**src/hdl/dtf_pkg.sv**
```systemverilog
// Shared widths, types and the fraction weight table for the decimal text parser.
`default_nettype none
package dtf_pkg;

    localparam int INT_BITS   = 32;
    localparam int FRAC_BITS  = 32;
    localparam int GUARD_BITS = 8;
    localparam int VALUE_W    = 64;

    // fraction accumulator carries guard bits below the output format
    localparam int ACC_W      = FRAC_BITS + GUARD_BITS;
    // integer accumulator never exceeds 2^(INT_BITS-1)-1
    localparam int INT_ACC_W  = INT_BITS - 1;

    // weight table depth; weights are zero long before the last entry
    localparam int FDIG_N     = 32;
    localparam int FDIG_W     = $clog2(FDIG_N);

    typedef logic [ACC_W-1:0]     weight_t;
    typedef weight_t              weight_tab_t [FDIG_N];
    typedef logic [INT_ACC_W-1:0] int_acc_t;
    typedef logic [ACC_W-1:0]     frac_acc_t;
    typedef logic [FDIG_W-1:0]    fdig_cnt_t;

    // finished parse, handed from the scanner to the output stage
    typedef struct packed {
        int_acc_t  int_part;
        frac_acc_t frac_part;
        logic      negative;
        logic      overflow;
    } scan_result_t;

    // weight of fraction digit k: floor(2^ACC_W / 10^(k+1))
    function automatic weight_tab_t build_weights();
        weight_tab_t tab;
        logic [63:0] w;
        w = 64'(1) << ACC_W;
        for (int k = 0; k < FDIG_N; k++)
        begin
            w = w / 64'd10;
            tab[k] = ACC_W'(w);
        end
        return tab;
    endfunction

    localparam weight_tab_t WEIGHT_TAB = build_weights();

endpackage
`default_nettype wire

```
**src/hdl/dtf_scan.sv**
```systemverilog
// Byte scanner: sign, integer and fraction accumulation, and the finished-parse register.
`default_nettype none
module dtf_scan
(
    input  wire logic                  clk,
    input  wire logic                  rst_n,
    input  wire logic                  step,
    input  wire logic [7:0]            text,
    input  wire logic                  eos,
    input  wire logic                  fin_take,
    output logic                       fin_valid,
    output dtf_pkg::scan_result_t      fin
);
    import dtf_pkg::*;

    localparam logic [1:0] PH_SKIP = 2'd0;
    localparam logic [1:0] PH_INT  = 2'd1;
    localparam logic [1:0] PH_FRAC = 2'd2;
    localparam logic [1:0] PH_STOP = 2'd3;

    localparam logic [7:0] CH_ZERO  = 8'h30;
    localparam logic [7:0] CH_NINE  = 8'h39;
    localparam logic [7:0] CH_SPACE = 8'h20;
    localparam logic [7:0] CH_PLUS  = 8'h2B;
    localparam logic [7:0] CH_MINUS = 8'h2D;
    localparam logic [7:0] CH_DOT   = 8'h2E;

    localparam int INT_NEXT_W = INT_BITS + 3;
    localparam int PROD_W     = ACC_W + 4;
    localparam int_acc_t INT_LIMIT = {INT_ACC_W{1'b1}};

    logic [1:0]   phase_reg, phase_next;
    logic [7:0]   prev_reg, prev_next;
    logic         neg_reg, neg_next;
    logic         ovf_reg, ovf_next;
    int_acc_t     int_reg, int_next;
    frac_acc_t    frac_reg, frac_next;
    fdig_cnt_t    cnt_reg, cnt_next;
    logic         fin_valid_reg, fin_valid_next;
    scan_result_t fin_reg, fin_next;

    logic                  is_digit;
    logic                  is_skip;
    logic [3:0]            digit;
    logic [INT_NEXT_W-1:0] int_sum;
    logic [PROD_W-1:0]     frac_prod;
    int_acc_t              int_add;
    logic                  ovf_add;
    frac_acc_t             frac_add;
    fdig_cnt_t             cnt_add;

    assign is_digit = (text >= CH_ZERO) && (text <= CH_NINE);
    assign is_skip  = (text == CH_SPACE) || (text == CH_PLUS) ||
                      (text == CH_MINUS) || (text == CH_DOT);
    assign digit    = 4'(text - CH_ZERO);

    // acc*10 + d as two shifts and adds
    assign int_sum   = (INT_NEXT_W'(int_reg) << 3) + (INT_NEXT_W'(int_reg) << 1)
                     + INT_NEXT_W'(digit);
    assign frac_prod = PROD_W'(digit) * PROD_W'(WEIGHT_TAB[cnt_reg]);

    always_comb
    begin
        int_add = int_reg;
        ovf_add = ovf_reg;
        if (!ovf_reg)
        begin
            if (int_sum > INT_NEXT_W'(INT_LIMIT))
            begin
                int_add = INT_LIMIT;
                ovf_add = 1'b1;
            end
            else
            begin
                int_add = int_acc_t'(int_sum);
            end
        end
        frac_add = frac_reg + frac_prod[ACC_W-1:0];
        cnt_add  = (cnt_reg == fdig_cnt_t'(FDIG_N - 1)) ? cnt_reg : cnt_reg + 1'b1;
    end

    always_comb
    begin
        phase_next = phase_reg;
        prev_next  = prev_reg;
        neg_next   = neg_reg;
        ovf_next   = ovf_reg;
        int_next   = int_reg;
        frac_next  = frac_reg;
        cnt_next   = cnt_reg;
        case (phase_reg)
            PH_SKIP:
            begin
                if (is_skip)
                begin
                    prev_next = text;
                end
                else if (is_digit)
                begin
                    neg_next = (prev_reg == CH_MINUS);
                    if (prev_reg == CH_DOT)
                    begin
                        phase_next = PH_FRAC;
                        frac_next  = frac_add;
                        cnt_next   = cnt_add;
                    end
                    else
                    begin
                        phase_next = PH_INT;
                        int_next   = int_add;
                        ovf_next   = ovf_add;
                    end
                end
                else
                begin
                    phase_next = PH_STOP;
                end
            end
            PH_INT:
            begin
                if (is_digit)
                begin
                    int_next = int_add;
                    ovf_next = ovf_add;
                end
                else if (text == CH_DOT)
                begin
                    phase_next = PH_FRAC;
                end
                else
                begin
                    phase_next = PH_STOP;
                end
            end
            PH_FRAC:
            begin
                if (is_digit)
                begin
                    frac_next = frac_add;
                    cnt_next  = cnt_add;
                end
                else
                begin
                    phase_next = PH_STOP;
                end
            end
            default:
            begin
                phase_next = phase_reg;
            end
        endcase
    end

    always_comb
    begin
        fin_next.int_part  = int_next;
        fin_next.frac_part = frac_next;
        fin_next.negative  = neg_next;
        fin_next.overflow  = ovf_next;
        if (step && eos)
            fin_valid_next = 1'b1;
        else if (fin_take)
            fin_valid_next = 1'b0;
        else
            fin_valid_next = fin_valid_reg;
    end

    always_ff @(posedge clk or negedge rst_n)
    begin
        if (!rst_n)
        begin
            phase_reg     <= PH_SKIP;
            prev_reg      <= '0;
            neg_reg       <= 1'b0;
            ovf_reg       <= 1'b0;
            int_reg       <= '0;
            frac_reg      <= '0;
            cnt_reg       <= '0;
            fin_valid_reg <= 1'b0;
        end
        else
        begin
            fin_valid_reg <= fin_valid_next;
            if (step)
            begin
                if (eos)
                begin
                    // last byte: parse state goes back to its start values
                    phase_reg <= PH_SKIP;
                    prev_reg  <= '0;
                    neg_reg   <= 1'b0;
                    ovf_reg   <= 1'b0;
                    int_reg   <= '0;
                    frac_reg  <= '0;
                    cnt_reg   <= '0;
                end
                else
                begin
                    phase_reg <= phase_next;
                    prev_reg  <= prev_next;
                    neg_reg   <= neg_next;
                    ovf_reg   <= ovf_next;
                    int_reg   <= int_next;
                    frac_reg  <= frac_next;
                    cnt_reg   <= cnt_next;
                end
            end
        end
    end

    always_ff @(posedge clk)
    begin
        if (step && eos)
            fin_reg <= fin_next;
    end

    assign fin_valid = fin_valid_reg;
    assign fin       = fin_reg;

endmodule
`default_nettype wire

```
**src/hdl/dtf_format.sv**
```systemverilog
// Output stage: builds the signed fixed-point word and holds it for the consumer.
`default_nettype none
module dtf_format
(
    input  wire logic                         clk,
    input  wire logic                         rst_n,
    input  wire logic                         fin_valid,
    input  wire dtf_pkg::scan_result_t        fin,
    input  wire logic                         out_stall,
    output logic                              fin_take,
    output logic                              out_valid,
    output logic signed [dtf_pkg::VALUE_W-1:0] value,
    output logic                              saturated
);
    import dtf_pkg::*;

    logic                 out_valid_reg, out_valid_next;
    logic [VALUE_W-1:0]   value_reg, value_next;
    logic                 sat_reg;
    logic [FRAC_BITS-1:0] frac_out;
    logic [VALUE_W-1:0]   mag;

    // overflow forces the largest fraction; otherwise drop the guard bits
    assign frac_out = fin.overflow ? {FRAC_BITS{1'b1}} : fin.frac_part[ACC_W-1:GUARD_BITS];
    assign mag      = (VALUE_W'(fin.int_part) << FRAC_BITS) | VALUE_W'(frac_out);
    assign value_next = fin.negative ? (VALUE_W'(0) - mag) : mag;

    assign fin_take = fin_valid && (!out_valid_reg || !out_stall);

    always_comb
    begin
        if (fin_take)
            out_valid_next = 1'b1;
        else if (!out_stall)
            out_valid_next = 1'b0;
        else
            out_valid_next = out_valid_reg;
    end

    always_ff @(posedge clk or negedge rst_n)
    begin
        if (!rst_n)
            out_valid_reg <= 1'b0;
        else
            out_valid_reg <= out_valid_next;
    end

    always_ff @(posedge clk)
    begin
        if (fin_take)
        begin
            value_reg <= value_next;
            sat_reg   <= fin.overflow;
        end
    end

    assign out_valid = out_valid_reg;
    assign value     = value_reg;
    assign saturated = sat_reg;

endmodule
`default_nettype wire

```
**src/hdl/decimal_text_to_fixed_point_core.sv**
```systemverilog
// Top level of the decimal text to signed fixed-point parser.
// A result passes the input register, the parse holding slot and the output register.
// Throughput: one byte per cycle; bytes keep flowing while a result waits on out_stall.
// Input stalls only when an end byte waits, the parse holding slot is full, and the
// output register is held by out_stall.
// Reset (rst_n low, async) clears all valid flags and the parse state.
`default_nettype none
module decimal_text_to_fixed_point_core
(
    input  wire logic                          clk,
    input  wire logic                          rst_n,
    // request channel: one text byte per request
    input  wire logic                          in_valid,
    output logic                               in_stall,
    input  wire logic [7:0]                    text_byte,
    input  wire logic                          end_of_string,
    // result channel: one number per string
    output logic                               out_valid,
    input  wire logic                          out_stall,
    output logic signed [dtf_pkg::VALUE_W-1:0] value,
    output logic                               saturated
);
    import dtf_pkg::*;

    // input register stage
    logic         s0_valid_reg, s0_valid_next;
    logic [7:0]   s0_byte_reg;
    logic         s0_eos_reg;

    logic         in_accept;
    logic         scan_step;
    logic         fin_valid;
    logic         fin_take;
    logic         fin_free;
    scan_result_t fin;

    // The holding slot frees up when empty or being drained this cycle.
    assign fin_free  = !fin_valid || fin_take;
    // Ordinary bytes always advance; an end byte needs a free slot for its result.
    assign scan_step = s0_valid_reg && (!s0_eos_reg || fin_free);
    assign in_stall  = s0_valid_reg && !scan_step;
    assign in_accept = in_valid && !in_stall;

    always_comb
    begin
        if (in_accept)
            s0_valid_next = 1'b1;
        else if (scan_step)
            s0_valid_next = 1'b0;
        else
            s0_valid_next = s0_valid_reg;
    end

    always_ff @(posedge clk or negedge rst_n)
    begin
        if (!rst_n)
            s0_valid_reg <= 1'b0;
        else
            s0_valid_reg <= s0_valid_next;
    end

    always_ff @(posedge clk)
    begin
        if (in_accept)
        begin
            s0_byte_reg <= text_byte;
            s0_eos_reg  <= end_of_string;
        end
    end

    // sign / integer / fraction scan, one byte per cycle while the input is not stalled
    dtf_scan u_scan
    (
        .clk       (clk),
        .rst_n     (rst_n),
        .step      (scan_step),
        .text      (s0_byte_reg),
        .eos       (s0_eos_reg),
        .fin_take  (fin_take),
        .fin_valid (fin_valid),
        .fin       (fin)
    );

    // assemble, negate and register the result
    dtf_format u_format
    (
        .clk       (clk),
        .rst_n     (rst_n),
        .fin_valid (fin_valid),
        .fin       (fin),
        .out_stall (out_stall),
        .fin_take  (fin_take),
        .out_valid (out_valid),
        .value     (value),
        .saturated (saturated)
    );

endmodule
`default_nettype wire

```
**config.mk**
```make
export PLATFORM = sky130hd
export DESIGN_NAME = decimal_text_to_fixed_point_core
export DESIGN_NICKNAME = d
export VERILOG_FILES = /design/src/hdl/dtf_pkg.sv /design/src/hdl/dtf_scan.sv /design/src/hdl/dtf_format.sv /design/src/hdl/decimal_text_to_fixed_point_core.sv
export SDC_FILE = /design/constraint.sdc
export NUM_CORES = 1
export LEC_CHECK = 0
export BUFFER_PORTS_ARGS = -buffer_cell sky130_fd_sc_hd__buf_2
export CAP_MARGIN = 20
export CORE_AREA = 2 2 125 248
export DETAILED_ROUTE_END_ITERATION = 16
export DIE_AREA = 0 0 127 250
export HOLD_SLACK_MARGIN = 0.08
export PLACE_DENSITY = 0.86
export SLEW_MARGIN = 40
export SYNTH_ARGS = -nofsm -noshare
export SYNTH_HDL_FRONTEND = slang
export SYNTH_SLANG_ARGS = --single-unit
```
**constraint.sdc**
```tcl
create_clock -name clk -period 8.1 [get_ports clk]
set_input_delay 1.62 -clock clk [delete_from_list [all_inputs] [get_ports clk]]
set_output_delay 1.62 -clock clk [all_outputs]
set_load 0.01 [all_outputs]
```
==> results.py, run 1 <==
metrics = {
    "power": {
        "powerDensity_nw_per_um2": 375,
        "power.internal_mw": 3.95,
        "peakVddDrop_mv": 0.314,
        "pwr-share-seq_pct": 18.6,
        "p_clk_share_pct": 13.9,
        "swShare_pct": 48.4,
        "power_mw": 7.65,
        "combPwrFrac_pct": 67.5,
        "switching_power_mw": 3.70,
        "p_leak_nw": 9.33,
    },
    "run": {
        "max-cap-violations": 0,
    },
    "sta": {
        "rsz0062_at_grt": "no",
        "skew_ns": 0.0217,
        "drv_slew": 0,
        "final_hold_viol_count": 0,
        "final.period_utilization_pct": 83.4,
        "min_period_ns": 6.75,
        "setup_tns_ns": 0,
        "slew_headroom_pct": 44.2,
        "setup_violations": 0,
        "fmax_mhz": 148,
        "worstMarginPinSlew_ns": 0.838,
    },
    "finish": {
        "largest_reg_flops": 65,
        "num_antenna_cells": 0,
        "final_nets": 2345,
        "drive_above_1_share_pct": 8.54,
        "final_cells": 2487,
        "areaGrowthSynthToFinish_pct": 8.23,
    },
    "detailed_routing": {
        "totalWireLength_mm": 44.3,
        "first_iter_violations": 1232,
        "num_vias": 15300,
        "post_drt_wl_per_cell_um": 17.8,
        "drt-pass1-iter-count": 8,
        "drc": 0,
        "ant_nets": 0,
        "viasPerCell": 6.16,
    },
    "floorplanning": {
        "coreArea_sq_um": 30000,
        "initial_utilization_pct": 63.0,
        "placementRows": 90,
        "dieArea_sq_um": 31800,
        "die-width_um": 127,
        "die_y_um": 250,
        "io_pins": 80,
    },
    "synth": {
        "synthArstFlopShare_pct": 39.6,
        "yosys_warnings": 0,
        "synth_area_per_cell_sq_um": 9.19,
        "synth.distinct_cells": 72,
        "synthFlopType": "edfxtp_1",
        "synth_edf_count": 139,
        "synth_nets": 2295,
        "synth_area_sq_um": 18900,
        "ys_seq_elements": 230,
        "syn_inst": 2053,
        "ys_seq_area_share_pct": 34.2,
    },
    "placement": {
        "port_buffers": 79,
        "place_congestion": 0.895,
        "hpwlAfterDp_mm": 33.8,
        "place_inst": 2445,
    },
    "outcome": {
        "outcome": "complete, no violations",
    },
    "clock_network": {
        "clock_latency_ns": 0.54,
        "cts_tree": "yes",
        "htree_levels": 1,
        "cts-hold-fix-buffers": 0,
        "root_buffer": "clkbuf_16",
        "clk_pin_slew_worst_paths_ns": 0.07,
        "cts.sinks": 230,
        "cts_resized": 0,
        "cts_setup_buffers": 0,
        "clk_path_buf_depth": 3,
        "cts_buffers": 22,
    },
    "global_routing": {
        "grt_pass1_vias": 14600,
        "grt_pass1_wl_mm": 72.5,
        "grt_max_degree": 81,
        "antenna_found_initial": 0,
        "track_usage_pct": 27.8,
        "grt_overflow_total": 0,
    },
    "worst_hold_path": {
        "holdPathStages": 1,
        "hold_class": "register to register",
        "hold_path_startpoint": "u_scan.prev_reg[5]$_DFFE_PN0P_",
        "min_to": "u_scan.prev_reg[5]$_DFFE_PN0P_",
    },
    "worst_setup_path": {
        "worstRegToRegCells": 22,
        "critPathLaunchType": "register",
        "arrival_ns": 7.04,
        "ff2ff_setup_slack_ns": 1.35,
        "worst-setup-path-type": "register to register",
        "rr_startpoint": "u_scan.cnt_reg[0]$_DFFE_PN0P_",
        "required_ns": 8.38,
        "r2r-end": "u_scan.fin[39]$_DFFE_PP_",
        "end_kind": "register",
        "crit_fanout": 10,
    },
}
==> worst max path at each step <==
stage,startpoint,end,slack (ns)
after global placement,u_scan.cnt_reg[4]$_DFFE_PN0P_,u_scan.frac_reg[35]$_DFFE_PN0P_,1.54
after detailed placement,u_scan.cnt_reg[0]$_DFFE_PN0P_,u_scan.frac_reg[35]$_DFFE_PN0P_,1.52
after CTS,u_scan.cnt_reg[0]$_DFFE_PN0P_,u_scan.fin[39]$_DFFE_PP_,1.46
after global routing,u_scan.cnt_reg[2]$_DFFE_PN0P_,u_scan.fin[41]$_DFFE_PP_,0.80
final,u_scan.cnt_reg[0]$_DFFE_PN0P_,u_scan.fin[39]$_DFFE_PP_,1.35
after floorplan,out_stall,u_format.saturated$_DFFE_PP_,1.15
==> power by group through the flow <==
stage | combinational, mW | sequential (mW) | clock [mW]
2_1_floorplan | 3.94 | 1.44 | 0
3_3_place_gp | 4.86 | 1.45 | 0
3_5_place_dp | 5.03 | 1.45 | 0
4_1_cts | 5.07 | 1.43 | 1.08
5_1_grt | 5.79 | 1.44 | 1.12
6_report | 5.16 | 1.43 | 1.06
==> cells in the mapped netlist (5+ instances only) <==
cell      number  share of area, %
nor2b_1       12              0.40
o21bai_1      19              0.76
a21oi_1      116               3.1
o41ai_1        7              0.33
o211ai_1      26               1.0
clkbuf_1      75               1.5
or3_1         17              0.56
o21ai_1        7              0.19
edfxtp_1     139                22
or2_2         15              0.50
a22oi_1        9              0.36
o31ai_1       24              0.96
or4_1         11              0.44
and2_1        82               2.7
o22ai_1       14              0.46
nand3_1       34              0.90
nor2_1       162               3.2
nand4_1        7              0.23
xor2_1        40               1.9
nand2_1      198               3.9
xnor2_1       64               3.0
a211oi_1      14              0.56
inv_1        220               4.4
a21boi_0       5              0.20
nor4_1         9              0.30
a31o_2         5              0.23
fa_1         101                11
a22o_1        51               2.4
a21o_1        44               1.8
nand2b_1      16              0.53
nor3b_1       10              0.40
ha_1         128               8.5
a31oi_1       10              0.33
mux2i_1        6              0.32
o21ai_0      139               3.7
nor3_1        23              0.61
and3_1        37               1.2
o211a_1        5              0.27
dfrtp_1       91                12
==> worst max-delay path, cell delays in order, from the launching register on <==
cell	delay [ns]
dfrtp_1	0.50
inv_1	0.22
ha_1	0.34
or2_2	0.35
a21oi_1	0.20
o22ai_1	0.16
and2_1	0.23
fa_1	0.51
fa_1	0.55
inv_1	0.05
fa_1	0.50
inv_1	0.04
ha_1	0.37
o2111ai_1	0.17
a21boi_0	0.36
o211ai_1	0.24
a2111oi_0	0.42
buf_4	0.20
o211ai_1	0.11
a31oi_1	0.45
a21oi_1	0.15
xnor2_1	0.16
a22o_1	0.20
==> stage by stage <==
| stage | hold WS [ns] | worst slack [ns] | area, sq um | utilization, % |
|---|---|---|---|---|
| 2_1_floorplan | 0.443 | 1.15 | 18900 | - |
| 3_3_place_gp | 0.458 | 1.54 | 19600 | 65.5 |
| 3_5_place_dp | 0.465 | 1.52 | 19600 | 65.5 |
| 4_1_cts | 0.481 | 1.46 | 20400 | 68.0 |
| 5_1_grt | 0.509 | 0.797 | 20400 | 68.2 |
| 6_report | 0.481 | 1.35 | 20400 | 68.2 |
==> routing by layer <==
| metal | vias up | routed length (um) | global-route usage (%) |
|---|---|---|---|
| met5 | - | 0 | 0 |
| met1 | 7194 | 19000 | 39.9 |
| li1 | 7268 | - | - |
| met4 | 0 | 1290 | 9.17 |
| met3 | 100 | 3670 | 3.62 |
| met2 | 758 | 20300 | 44.1 |
==> cell families (layout without fill, tap and decap cells) <==
| group | after synthesis | count (layout) | share of synthesized area, % |
|---|---|---|---|
| AO/OA/AOI/OAI | 537 | 537 | 18.7 |
| flip-flops | 230 | 230 | 34.2 |
| XOR/XNOR | 104 | 104 | 4.83 |
| multiplexers | 7 | 7 | 0.378 |
| AND/OR/NAND/NOR | 647 | 647 | 16.7 |
| adder cells (fa/ha/maj) | 229 | 229 | 19.2 |
| buffers and inverters | 299 | 365 | 6.00 |
==> cells in the final DEF, fill, tap and decap left out, types with 17 or more instances in the layout <==
cell,count
inv_1,220
nand2_1,197
nor2_1,159
edfxtp_1,139
o21ai_0,138
ha_1,128
a21oi_1,116
fa_1,101
dfrtp_1,91
and2_1,82
buf_2,78
xnor2_1,64
a22o_1,51
a21o_1,44
xor2_1,40
and3_1,37
nand3_1,34
o211ai_1,26
o31ai_1,24
clkbuf_16,24
nor3_1,23
buf_4,21
o21bai_1,19
or3_1,17
==> cell type report <==
type / instances / area [sq um]
clock buffer: 29 / 619
clock inverter: 11 / 129
fill: 2285 / 9540
inverter: 222 / 833
multi-input combinational: 1524 / 11300
sequential: 230 / 6450
tap: 368 / 460
timing repair buffer: 103 / 597
(Power assumes the default switching activity.)
==> run 2: changes to the inputs <==
==> constraint.sdc (replaced) <==
create_clock -name clk -period 6.3 [get_ports clk]
set_input_delay 1.26 -clock clk [delete_from_list [all_inputs] [get_ports clk]]
set_output_delay 1.26 -clock clk [all_outputs]
set_load 0.01 [all_outputs]
==> results.py, run 2 (same netlist as run 1, synthesis figures left out) <==
metrics = {
    "outcome": {
        "outcome": "complete, no violations",
    },
    "detailed_routing": {
        "num_vias": 15400,
        "ant_nets": 0,
        "totalWireLength_mm": 45.3,
        "first_iter_violations": 1231,
        "drt-pass1-iter-count": 11,
        "viasPerCell": 6.17,
        "drc": 0,
        "post_drt_wl_per_cell_um": 18.1,
    },
    "power": {
        "power_mw": 10.1,
        "peakVddDrop_mv": 0.394,
        "p_leak_nw": 9.43,
        "powerDensity_nw_per_um2": 490,
    },
    "global_routing": {
        "grt_pass1_vias": 14600,
        "antenna_found_initial": 0,
        "grt_pass1_wl_mm": 73.9,
        "grt_max_degree": 81,
        "grt_overflow_total": 0,
        "track_usage_pct": 28.4,
    },
    "clock_network": {
        "htree_levels": 1,
        "clk_pin_slew_worst_paths_ns": 0.07,
        "cts_buffers": 22,
        "clk_path_buf_depth": 3,
        "root_buffer": "clkbuf_16",
        "clock_latency_ns": 0.55,
        "cts.sinks": 230,
        "cts_tree": "yes",
    },
    "worst_setup_path": {
        "arrival_ns": 6.51,
        "critPathLaunchType": "register",
        "end_kind": "register",
        "worst-setup-path-type": "register to register",
        "required_ns": 6.78,
        "crit_fanout": 7,
    },
    "finish": {
        "n_fill_cell": 2222,
        "final_cell_area_sq_um": 20700,
        "most-common-layout-cells": "inv_1, nand2_1, nor2_1",
        "largest_reg_flops": 65,
        "areaGrowthSynthToFinish_pct": 9.65,
        "final_nets": 2361,
        "multi_input_area_sq_um": 11400,
        "drive_above_1_share_pct": 10.3,
        "num_antenna_cells": 0,
        "fin_util_pct": 69.0,
        "seqCellArea_sq_um": 6450,
        "layout_commonest_cell": "inv_1",
    },
    "sta": {
        "slew_headroom_pct": 41.2,
        "worstMarginPinSlew_ns": 0.881,
        "min_period_ns": 6.03,
        "final.period_utilization_pct": 95.7,
        "skew_ns": 0.0205,
        "final_hold_viol_count": 0,
        "setup_violations": 0,
        "fmax_mhz": 166,
        "drv_slew": 0,
    },
    "floorplanning": {
        "dieArea_sq_um": 31800,
        "initial_utilization_pct": 63.0,
        "die_y_um": 250,
        "die-width_um": 127,
        "placementRows": 90,
        "io_pins": 80,
        "coreArea_sq_um": 30000,
    },
    "placement": {
        "port_buffers": 79,
        "place_area_sq_um": 19700,
        "hpwlAfterDp_mm": 34.2,
        "place_congestion": 0.956,
    },
    "worst_hold_path": {
        "hold_class": "register to register",
    },
    "run": {
        "max-cap-violations": 0,
    },
}
-- run 2: cell count changes in the layout (fill, tap and decap cells not counted), sizes merged --
cell	before	now
bufinv	1	5
clkbuf	29	25
inv	223	226
clkinv	8	4
clkinvlp	1	3
buf	103	118
-- run 2: path summary, 6_finish.rpt --
check                      depth (start not counted)  slack, ns                            from                               to
max                                               23       0.27   u_scan.cnt_reg[1]$_DFFE_PN0P_  u_scan.frac_reg[35]$_DFFE_PN0P_
min                                                1       0.49  u_scan.prev_reg[4]$_DFFE_PN0P_   u_scan.prev_reg[4]$_DFFE_PN0P_
max reg2reg                                       23       0.27   u_scan.cnt_reg[1]$_DFFE_PN0P_  u_scan.frac_reg[35]$_DFFE_PN0P_
min reg2reg                                        1       0.49  u_scan.prev_reg[4]$_DFFE_PN0P_   u_scan.prev_reg[4]$_DFFE_PN0P_
max in group asynchronous                          2       4.72                           rst_n   u_scan.int_reg[16]$_DFFE_PN0P_
min in group asynchronous                          1       0.60                           rst_n   u_scan.frac_reg[2]$_DFFE_PN0P_
-- run 2: timing repair --
item	4_1_cts	5_1_grt
hold endpoints to repair	0	0
setup buffers	0	5
hold buffers	0	0
pin swaps	0	3
gates cloned	0	1
setup endpoints to repair	2	22
gates resized for setup	1	24
-- run 2: report_power, final --
group / switching [mW] / leakage [nW] / internal (mW) / total [mW]
clock network: 0.636 / 0.394 / 0.873 / 1.51
registers: 0.0982 / 2.58 / 1.73 / 1.83
logic: 4.11 / 6.46 / 2.69 / 6.80
-- run 2: worst max-delay path: stages (launching register included) --
cell       delay (ns)
dfrtp_1          0.39
inv_2            0.09
ha_1             0.20
or2_2            0.35
a21oi_4          0.20
o22ai_4          0.10
and2_1           0.19
fa_1             0.49
fa_1             0.55
inv_1            0.06
fa_1             0.50
inv_1            0.07
ha_4             0.26
a21o_1           0.16
a21oi_1          0.22
a21boi_2         0.11
o211ai_1         0.32
a2111oi_1        0.15
buf_4            0.18
o211ai_1         0.28
a31oi_2          0.18
or4b_2           0.66
nand3_1          0.12
a22o_1           0.13
-- run 2: layer usage --
metal / track usage, % / up-vias / share of wire, %
met2: 44.2 / 724 / 46
met3: 3.37 / 114 / 8.1
li1: - / 7317 / -
met1: 41.3 / 7286 / 43
met5: 0 / - / 0
met4: 10.4 / 0 / 3.1
-- run 2: stage by stage --
stage / setup TNS, ns / instances / hold WS, ns / setup WS [ns]
floorplan: 0 / 2053 / 0.443 / 0.397
global placement: 0 / 2456 / 0.465 / 0.231
detailed placement: -0.0369 / 2456 / 0.470 / -0.0271
CTS: 0 / 2496 / 0.485 / 0.0421
global route: -0.151 / 2503 / 0.512 / -0.0570
finish: 0 / 2503 / 0.485 / 0.271
-- run 2: layout make-up --
cell class	instances	share of cell area, %
multi-input cells	1524	55.2
flip-flops and latches	230	31.2
inverters	222	4.05
repair buffers	118	3.39
clock buffers	25	2.72
well taps	368	2.23
clock inverters	15	1.22
repair inverters	1	0.0242
==> run 3: changes to the inputs <==
--- a/config.mk
+++ b/config.mk
@@ -7,12 +7,13 @@
 export LEC_CHECK = 0
 export BUFFER_PORTS_ARGS = -buffer_cell sky130_fd_sc_hd__buf_2
 export CAP_MARGIN = 20
-export CORE_AREA = 2 2 125 248
+export CORE_AREA = 2 2 127 253
 export DETAILED_ROUTE_END_ITERATION = 16
-export DIE_AREA = 0 0 127 250
+export DIE_AREA = 0 0 129 255
 export HOLD_SLACK_MARGIN = 0.08
 export PLACE_DENSITY = 0.86
 export SLEW_MARGIN = 40
 export SYNTH_ARGS = -nofsm -noshare
 export SYNTH_HDL_FRONTEND = slang
+export SYNTH_HIERARCHICAL = 1
 export SYNTH_SLANG_ARGS = --single-unit
==> results.py, run 3 <==
metrics = {
    "detailed_routing": {
        "first_iter_violations": 1755,
        "totalWireLength_mm": 49.5,
        "post_drt_wl_per_cell_um": 19.4,
        "num_vias": 16100,
        "drc": 0,
        "viasPerCell": 6.30,
        "drt-pass1-iter-count": 6,
        "ant_nets": 0,
    },
    "worst_setup_path": {
        "arrival_ns": 6.29,
        "required_ns": 6.59,
        "end_kind": "register",
        "critPathBufInv": 3,
        "crit_slowest_cell": "fa_1",
        "path_cells": "inv_1, ha_1, or3_1, a21oi_1, and2_1, fa_1, fa_1, inv_1, fa_1, inv_1, ha_1, o21a_1, a211oi_1, or3_1, and2_1, o2111a_1, nor2_2, nor4_2, o311a_1, xor2_1, o21ai_0",
        "cpPeakStageDelay_ns": 0.55,
        "r2r-end": "u_scan/fin[40]$_DFFE_PP_",
        "rr_startpoint": "u_scan/cnt_reg[1]$_DFFE_PN0P_",
        "worst-setup-path-type": "register to register",
        "crit_family": "adder cells",
        "crit_fanout": 7,
        "ff2ff_setup_slack_ns": 0.30,
        "critPathLaunchType": "register",
        "worstRegToRegCells": 21,
    },
    "sta": {
        "worstMarginPinSlew_ns": 0.865,
        "final_hold_viol_count": 0,
        "setup_tns_ns": 0,
        "skew_ns": 0.0162,
        "drv_slew": 0,
        "slew_headroom_pct": 42.1,
        "hold_ws_ns": 0.480,
        "final.period_utilization_pct": 95.3,
        "min_period_ns": 6.00,
        "fmax_mhz": 167,
        "setup_violations": 0,
        "rsz0062_at_grt": "yes",
    },
    "global_routing": {
        "antenna_found_initial": 1,
        "track_usage_pct": 30.4,
        "grt_overflow_total": 0,
        "grt_max_degree": 79,
        "grt_pass1_wl_mm": 80.0,
        "grt_pass1_vias": 15500,
    },
    "worst_hold_path": {
        "holdPathStages": 1,
        "hold_class": "register to register",
        "min_to": "u_scan/prev_reg[5]$_DFFE_PN0P_",
        "hold_path_startpoint": "u_scan/prev_reg[5]$_DFFE_PN0P_",
    },
    "placement": {
        "place_area_sq_um": 20200,
        "place_inst": 2509,
        "hpwlAfterDp_mm": 37.2,
        "place_congestion": 0.986,
        "port_buffers": 79,
    },
    "finish": {
        "largest_reg_flops": 65,
        "fin_util_pct": 67.4,
        "drive_above_1_share_pct": 10.1,
        "final_nets": 2353,
        "n_fill_cell": 2326,
        "final_cell_area_sq_um": 21000,
        "seqCellArea_sq_um": 6450,
        "final_cells": 2551,
        "layout_commonest_cell": "inv_1",
        "areaGrowthSynthToFinish_pct": 8.86,
        "multi_input_area_sq_um": 11700,
        "most-common-layout-cells": "inv_1, nand2_1, o21ai_0",
    },
    "power": {
        "p_clk_share_pct": 23.5,
        "switching_power_mw": 2.47,
        "combPwrFrac_pct": 42.3,
        "power.internal_mw": 3.75,
        "peakVddDrop_mv": 0.284,
        "swShare_pct": 39.7,
        "pwr-share-seq_pct": 34.2,
        "powerDensity_nw_per_um2": 296,
        "p_leak_nw": 9.28,
    },
    "synth": {
        "syn_inst": 2070,
        "yosys_warnings": 6,
        "synth_area_sq_um": 19300,
        "synth_nets": 2312,
        "synth_area_per_cell_sq_um": 9.34,
    },
    "clock_network": {
        "cts_buffers": 22,
        "root_buffer": "clkbuf_16",
        "clock_latency_ns": 0.55,
        "cts-hold-fix-buffers": 0,
        "clk_path_buf_depth": 3,
        "cts.sinks": 230,
        "htree_levels": 1,
        "cts_tree": "yes",
        "clk_pin_slew_worst_paths_ns": 0.07,
    },
    "floorplanning": {
        "die-width_um": 129,
        "initial_utilization_pct": 62.0,
        "io_pins": 80,
        "dieArea_sq_um": 32900,
        "coreArea_sq_um": 31200,
        "die_y_um": 255,
        "placementRows": 92,
    },
    "run": {
        "max-cap-violations": 0,
    },
    "outcome": {
        "outcome": "complete, no violations",
    },
}
[run 3: what timing repair did]
| action | CTS | global route |
|---|---|---|
| setup buffers | 0 | 1 |
| setup endpoints to repair | 0 | 10 |
| resized for setup | 0 | 9 |
[run 3: layout make-up]
cell class                 instances  area share, %
multi-input combinational       1509           55.6
antenna                            1         0.0119
tap                              423           2.52
sequential                       230           30.7
inverter                         233           4.16
timing repair buffer             115           3.19
clock inverter                    10          0.618
clock buffer                      30           3.25
[run 3: worst max path at each step]
| stage | from | slack (ns) | cells after the start | endpoint |
|---|---|---|---|---|
| final | u_scan/cnt_reg[1]$_DFFE_PN0P_ | 0.30 | 21 | u_scan/fin[40]$_DFFE_PP_ |
| after floorplan | u_scan/cnt_reg[0]$_DFFE_PN0P_ | 0.42 | 22 | u_scan/fin[40]$_DFFE_PP_ |
| after global routing | u_scan/cnt_reg[1]$_DFFE_PN0P_ | -0.03 | 21 | u_scan/fin[38]$_DFFE_PP_ |
| after global placement | u_scan/cnt_reg[0]$_DFFE_PN0P_ | 0.32 | 21 | u_scan/fin[40]$_DFFE_PP_ |
| after CTS | u_scan/cnt_reg[0]$_DFFE_PN0P_ | 0.12 | 21 | u_scan/fin[38]$_DFFE_PP_ |
| after detailed placement | u_scan/cnt_reg[0]$_DFFE_PN0P_ | 0.17 | 21 | u_scan/fin[40]$_DFFE_PP_ |
[run 3: layer usage]
metal | track usage, % | share of wire, % | routed length (um)
met1 | 40.8 | 40 | 19700
met5 | 0 | 0 | 0
met2 | 51.0 | 48 | 24000
met3 | 3.30 | 7.7 | 3840
met4 | 11.6 | 4.1 | 2030
[run 3: power by group through the flow]
stage          Combinational (mW)  Clock (mW)  Sequential [mW]
6_report                     2.63        1.46             2.12
5_1_grt                      2.90        1.52             2.16
4_1_cts                      2.58        1.47             2.12
3_5_place_dp                 2.56           0             2.15
3_3_place_gp                 2.49           0             2.14
2_1_floorplan                1.81           0             2.19
[run 3: stage by stage]
step	worst slack (ns)	total power, mW
3_3_place_gp	0.316	4.62
2_1_floorplan	0.417	4.00
4_1_cts	0.121	6.18
6_report	0.295	6.22
3_5_place_dp	0.166	4.71
5_1_grt	-0.0328	6.58
